[src/rtl/pit_pkg.sv]
package pit_pkg;

    // Default coordinate width of the corner and point fields.
    localparam int COORD_BITS_DEF = 16;

    // Width of one unsigned limb in the limb-product multipliers.
    localparam int LIMB_BITS = 18;

    // Verdict flags that travel beside the numbers through the back end.
    typedef struct packed {
        logic degen;
        logic reject;
    } t_side;

    // Edge vectors u, v, w: one bit more than a coordinate.
    function automatic int diff_bits(input int n);
        return n + 1;
    endfunction

    // Width of a cross-product component of the edge vectors.
    function automatic int cross_bits(input int n);
        return 2 * diff_bits(n) + 1;
    endfunction

    // Dot product of two cross products: three products summed.
    function automatic int dot_bits(input int n);
        return 2 * cross_bits(n) + 2;
    endfunction

    // Room for c - a - b.
    function automatic int ext_bits(input int n);
        return dot_bits(n) + 1;
    endfunction

    // Register count of one limb-product multiplier of w-bit operands.
    function automatic int mul_latency(input int w);
        int nl;
        nl = (w + LIMB_BITS - 1) / LIMB_BITS;
        return $clog2(nl * nl) + 3;
    endfunction

    // Register count from an accepted item to its result strobe.
    function automatic int pit_latency(input int n);
        return 3 + mul_latency(cross_bits(n)) + 2 + mul_latency(ext_bits(n)) + 1;
    endfunction

endpackage

[src/rtl/pit_mul.sv]
module pit_mul #(
    parameter int W      = 35,
    parameter int SIDE_W = 1
) (
    input  logic                  i_clk,
    input  logic                  i_rst_n,
    input  logic                  i_valid,
    input  logic signed [W-1:0]   i_a,
    input  logic signed [W-1:0]   i_b,
    input  logic [SIDE_W-1:0]     i_side,
    output logic                  o_valid,
    output logic signed [2*W-1:0] o_p,
    output logic [SIDE_W-1:0]     o_side
);
    import pit_pkg::*;

    localparam int NL  = (W + LIMB_BITS - 1) / LIMB_BITS;
    localparam int MW  = NL * LIMB_BITS;
    localparam int NP  = NL * NL;
    localparam int TL  = $clog2(NP);
    localparam int PP  = 1 << TL;
    localparam int PW  = 2 * MW;
    localparam int PL  = 2 * LIMB_BITS;
    localparam int LAT = TL + 3;

    logic signed [MW-1:0]   w_ext_a;
    logic signed [MW-1:0]   w_ext_b;
    logic [MW-1:0]          r_mag_a;
    logic [MW-1:0]          r_mag_b;
    logic [PL-1:0]          r_pp [NP];
    logic [PW-1:0]          w_leaf [PP];
    logic [PW-1:0]          w_sum;
    logic signed [2*W-1:0]  r_p;
    logic [LAT-1:0]         r_vld;
    logic [SIDE_W:0]        r_sd [LAT];

    // Sign-magnitude front end: the limb products work on magnitudes.
    assign w_ext_a = MW'(i_a);
    assign w_ext_b = MW'(i_b);

    always_ff @(posedge i_clk) begin
        r_mag_a <= w_ext_a[MW-1] ? -w_ext_a : w_ext_a;
        r_mag_b <= w_ext_b[MW-1] ? -w_ext_b : w_ext_b;
    end

    for (genvar gi = 0; gi < NL; gi++) begin : g_row
        for (genvar gj = 0; gj < NL; gj++) begin : g_col
            always_ff @(posedge i_clk) begin
                r_pp[gi*NL+gj] <= PL'(r_mag_a[gi*LIMB_BITS +: LIMB_BITS])
                                * PL'(r_mag_b[gj*LIMB_BITS +: LIMB_BITS]);
            end
        end
    end

    for (genvar gx = 0; gx < PP; gx++) begin : g_leaf
        if (gx < NP) begin : g_used
            localparam int LI = gx / NL;
            localparam int LJ = gx % NL;
            assign w_leaf[gx] = PW'(r_pp[gx]) << ((LI + LJ) * LIMB_BITS);
        end else begin : g_pad
            assign w_leaf[gx] = '0;
        end
    end

    // Registered adder tree in heap order; node 0 is the root.
    if (TL > 0) begin : g_tree
        logic [PW-1:0] r_node [PP-1];
        for (genvar gn = 0; gn < PP - 1; gn++) begin : g_node
            localparam int LC = 2 * gn + 1;
            localparam int RC = 2 * gn + 2;
            logic [PW-1:0] w_l;
            logic [PW-1:0] w_r;
            if (LC >= PP - 1) begin : g_from_leaf
                assign w_l = w_leaf[LC-(PP-1)];
                assign w_r = w_leaf[RC-(PP-1)];
            end else begin : g_from_node
                assign w_l = r_node[LC];
                assign w_r = r_node[RC];
            end
            always_ff @(posedge i_clk) begin
                r_node[gn] <= w_l + w_r;
            end
        end
        assign w_sum = r_node[0];
    end else begin : g_flat
        assign w_sum = w_leaf[0];
    end

    always_ff @(posedge i_clk) begin
        r_p <= r_sd[LAT-2][SIDE_W] ? -w_sum[2*W-1:0] : w_sum[2*W-1:0];
    end

    always_ff @(posedge i_clk) begin
        r_sd[0] <= {i_a[W-1] ^ i_b[W-1], i_side};
        for (int k = 1; k < LAT; k++) begin
            r_sd[k] <= r_sd[k-1];
        end
    end

    always_ff @(posedge i_clk) begin
        if (!i_rst_n) begin
            r_vld <= '0;
        end else begin
            r_vld <= {r_vld[LAT-2:0], i_valid};
        end
    end

    assign o_valid = r_vld[LAT-1];
    assign o_p     = r_p;
    assign o_side  = r_sd[LAT-1][SIDE_W-1:0];

endmodule

[config.mk]
export PLATFORM = sky130hd
export DESIGN_NAME = pit_mul
export DESIGN_NICKNAME = d
export VERILOG_FILES = /design/src/rtl/pit_pkg.sv /design/src/rtl/pit_mul.sv
export SDC_FILE = /design/constraint.sdc
export NUM_CORES = 2
export LEC_CHECK = 0
export ABC_AREA = 1
export BUFFER_PORTS_ARGS = -buffer_cell sky130_fd_sc_hd__clkbuf_2
export CORE_UTILIZATION = 65
export DETAILED_ROUTE_END_ITERATION = 7
export PLACE_DENSITY = 0.83
export SLEW_MARGIN = 10
export SYNTH_ARGS = -nofsm -noshare
export SYNTH_HDL_FRONTEND = slang
export SYNTH_SLANG_ARGS = --single-unit
[constraint.sdc]
create_clock -name i_clk -period 7.3 [get_ports i_clk]
set_input_delay 0.73 -clock i_clk [delete_from_list [all_inputs] [get_ports i_clk]]
set_output_delay 0.73 -clock i_clk [all_outputs]
set_load 0.005 [all_outputs]
==> run metrics <==
hpwl dp=155000 um; CP Max Fanout=20; Cells after Synth=between 9000 and 10000; Core Region=0.100 mm^2; reg2reg setup slack=1.0 ns; Post-CTS Setup Bufs=0; Placed Cells incl. Taps=10400; worst r2r src=r_mag_a[25]; CTS resizes=0; CP Class=reg2reg; RSZ-0062 raised after global routing=false; die height=321 um; vias in the first global route=57900; YS warnings=0; die area=0.103 mm^2; clock-pin slew on the worst setup and hold paths=0.08 ns; cell count of the worst reg-to-reg path=23; ys flop type=dfxtp_1; Placer Congestion=1.04; Worst EP arrival=6.90 ns; Setup TNS=0 ns; Tightest Hold Check Type=in2reg; worst slew pin tran=roughly 1.3 ns; iteration count of the initial detailed-routing pass=7; Worst slew margin=15.0%; compound-gate portion of the synthesized area=3.45%; area share of the largest cell type after synthesis=31.1%; Post-Syn Area=0.0661 mm^2; largest net degree at the start of global routing=62; sequential element share of the synthesized area=roughly 14%; crit path to=r_pp[3][33]; Cell Chain, Critical Path=buf_4 -> nand2_1 -> inv_1 -> fa_1 -> inv_1 -> fa_1 -> fa_1 -> fa_1 -> inv_1 -> fa_1 -> inv_1 -> fa_1 -> inv_1 -> ha_1 -> nand2_1 -> nor2_1 -> nand3_1 -> inv_1 -> nand2_1 -> nand3_1 -> nand3_1 -> nand3_1 -> nand2_1; layout cells sized above 1=between 4 and 5%; dpl ws=1.06 ns; Rows=116; Routed WL=191000 um; I/O pin cnt=146; WP data required=7.89 ns; largest family of logic cells by synthesized area=adder cells; Antenna Violating Nets Remaining=0; CTS buffer count=54; fin crit share=~86%; endpoints failing setup=0; r2r endpoint=r_pp[3][33]; post-synthesis mux area share=0%; DRC=0; initial drt markers=about 5000; initial core utilization=between 60% and 70%; final std cells w/o fill=10500; min Tclk post-route=around 6.3 ns; Post-synth ARST share=0%; worst-case clock buffer depth=3; CTS Sinks=475; Slowest Stage Delay on Critical Path=1.10 ns; initial antenna violation count=2; Peak Freq=159 MHz; startpoint types=register; Avg Inst Size Synth=7.27 um^2; drt wl/cell=roughly 18 um; Clk Latency, worst-skew pair=0.69 ns; Die W=321 um; Hold-fix buffers, CTS=0; Max Slew Vio Count=0; Crit. End Element=register; FF+latch count, synth=475; Final #Nets=10700; vias after detailed routing=56700; Max Clock Skew=0.0646 ns; total grt overflow=0; Synth Area in Adders=40.6%; H-tree lvl count=2; CTS tree=done; EDFF count, synth=0; Max-Cap Viols=0; Unique masters post-synth=54; largest cells by area after synthesis=fa_1 31%, nand2_1 15%, dfxtp_1 14%, inv_1 14%, ha_1 9.6%; CP max-delay cell=dfxtp_1; outcome=finished clean; CP startpoint=r_mag_a[25]; vias per cell=5.41; final setup margin=0.996 ns; area fraction in and, or, nand and nor cells after synthesis=22.8%; Total Routing Usage GR=38.0%; first-pass GRT wire length=304000 um; xor/xnor share of the synthesized area=3.27%; number of diodes=0; final number of hold-violating endpoints=0; number of port buffers=145; Synth area leader=fa_1; Root Buffer=clkbuf_16; area grow syn2layout=6.18%
==> how the worst min path moves through the flow <==
stage | from | endpoint | slack [ns] | cells past startpoint
after global routing | i_side | r_sd[0][0] | 0.15 | 1
after global placement | r_pp[0][8] | g_tree.r_node[0][80] | 0.31 | 0
after CTS | i_side | r_sd[0][0] | 0.14 | 1
after floorplan | g_tree.r_node[0][72] | g_tree.r_node[0][0] | 0.31 | 0
after detailed placement | r_pp[2][10] | g_tree.r_node[0][172] | 0.31 | 0
final | i_side | r_sd[0][0] | 0.17 | 1
==> cell type report <==
type                    count  area (um^2)
clock inverters            40          572
inverters                2406         9040
repair buffers            254         1580
clock buffers              59         1400
well taps                1357         1700
fillers                  8390        30200
flip-flops and latches    475         9520
multi-input cells        5903        46400
==> per-stage QoR <==
stage                     hold slack (ns)  utilization, %  area (um^2)
final                               0.166            69.9        70200
after global routing                0.152            69.9        70200
after CTS                           0.141            69.9        70200
after detailed placement            0.312            67.9        68200
after global placement              0.310            67.9        68200
after floorplan                     0.310               -        66100
==> kinds of logic after synthesis <==
kind of cell | count (synthesis)
other | 1
AOI/OAI and AO/OA | 408
xor gates and xnor gates | 246
and+or+nand+nor | 3716
adders and majority gates | 1531
buffers and inverters | 2711
DFF | 475
==> state kept, by name, summed over array words and instances, names as in the netlist <==
signal and cells:
r_sd 9, r_mag_b 36, o_p 70, r_mag_a 36, g_tree.r_node 177, r_pp 142
r_vld 5
==> worst max-delay path: cells and delay by family (launching register included) <==
| family | cells | cell delay (ns) |
|---|---|---|
| buffers and inverters | 7 | 0.76 |
| DFF | 1 | 1.10 |
| and+or+nand+nor | 9 | 1.19 |
| adders and majority gates | 7 | 3.17 |
==> cells in the mapped netlist, drive strengths merged (5+ instances only) <==
master,count
ha,505
nand3b,17
a21boi,8
and2,6
nand3,309
o21ai,131
o21a,14
nand4,100
fa,1026
o211ai,5
nor3,65
or2,12
buf,13
inv,2404
dfxtp,475
a21oi,194
a31oi,6
o31ai,6
and3,6
nand2,2672
xor2,191
xnor2,55
clkbuf,291
nor2,514
nor4,10
o21bai,20
a21o,23
==> layer usage <==
| metal | vias up | wire length (um) | share of wire (%) | GRT usage, % |
|---|---|---|---|---|
| li1 | 26300 | - | - | - |
| met1 | 27100 | 73400 | 38 | 48.5 |
| met2 | 2799 | 86900 | 46 | 61.4 |
| met3 | 561 | 19000 | 10 | 7.32 |
| met4 | 0 | 11500 | 6.0 | 19.8 |
| met5 | - | 0 | 0 | 0 |
==> cell usage in the layout, fill, tap and decap left out, types with 6 or more instances in the layout <==
cell / Yosys / layout
a21boi_0: 7 / 7
a21o_1: 23 / 23
a21oi_1: 194 / 194
a31oi_1: 6 / 6
and2_1: 6 / 6
and3_1: 6 / 6
buf_4: 0 / 106
bufinv_16: 0 / 8
clkbuf_16: 0 / 54
clkbuf_2: 0 / 145
clkinv_4: 1 / 7
dfxtp_1: 475 / 466
dfxtp_2: 0 / 9
fa_1: 1026 / 1026
ha_1: 505 / 505
inv_1: 2397 / 2397
inv_2: 7 / 7
inv_6: 0 / 8
nand2_1: 2661 / 2661
nand2_2: 9 / 9
nand3_1: 302 / 302
nand3_2: 6 / 6
nand3b_1: 16 / 16
nand4_1: 100 / 100
nor2_1: 483 / 483
nor2_2: 25 / 25
nor2_4: 6 / 6
nor3_1: 56 / 56
nor3_2: 8 / 8
nor4_1: 10 / 10
o21a_1: 14 / 14
o21ai_0: 111 / 111
o21ai_1: 14 / 14
o21bai_1: 20 / 20
xnor2_1: 55 / 55
xor2_1: 190 / 190
Power is left out: the tool's default activity adds up to more than one toggle a clock period on the data nets, which glitch-free logic cannot reach.
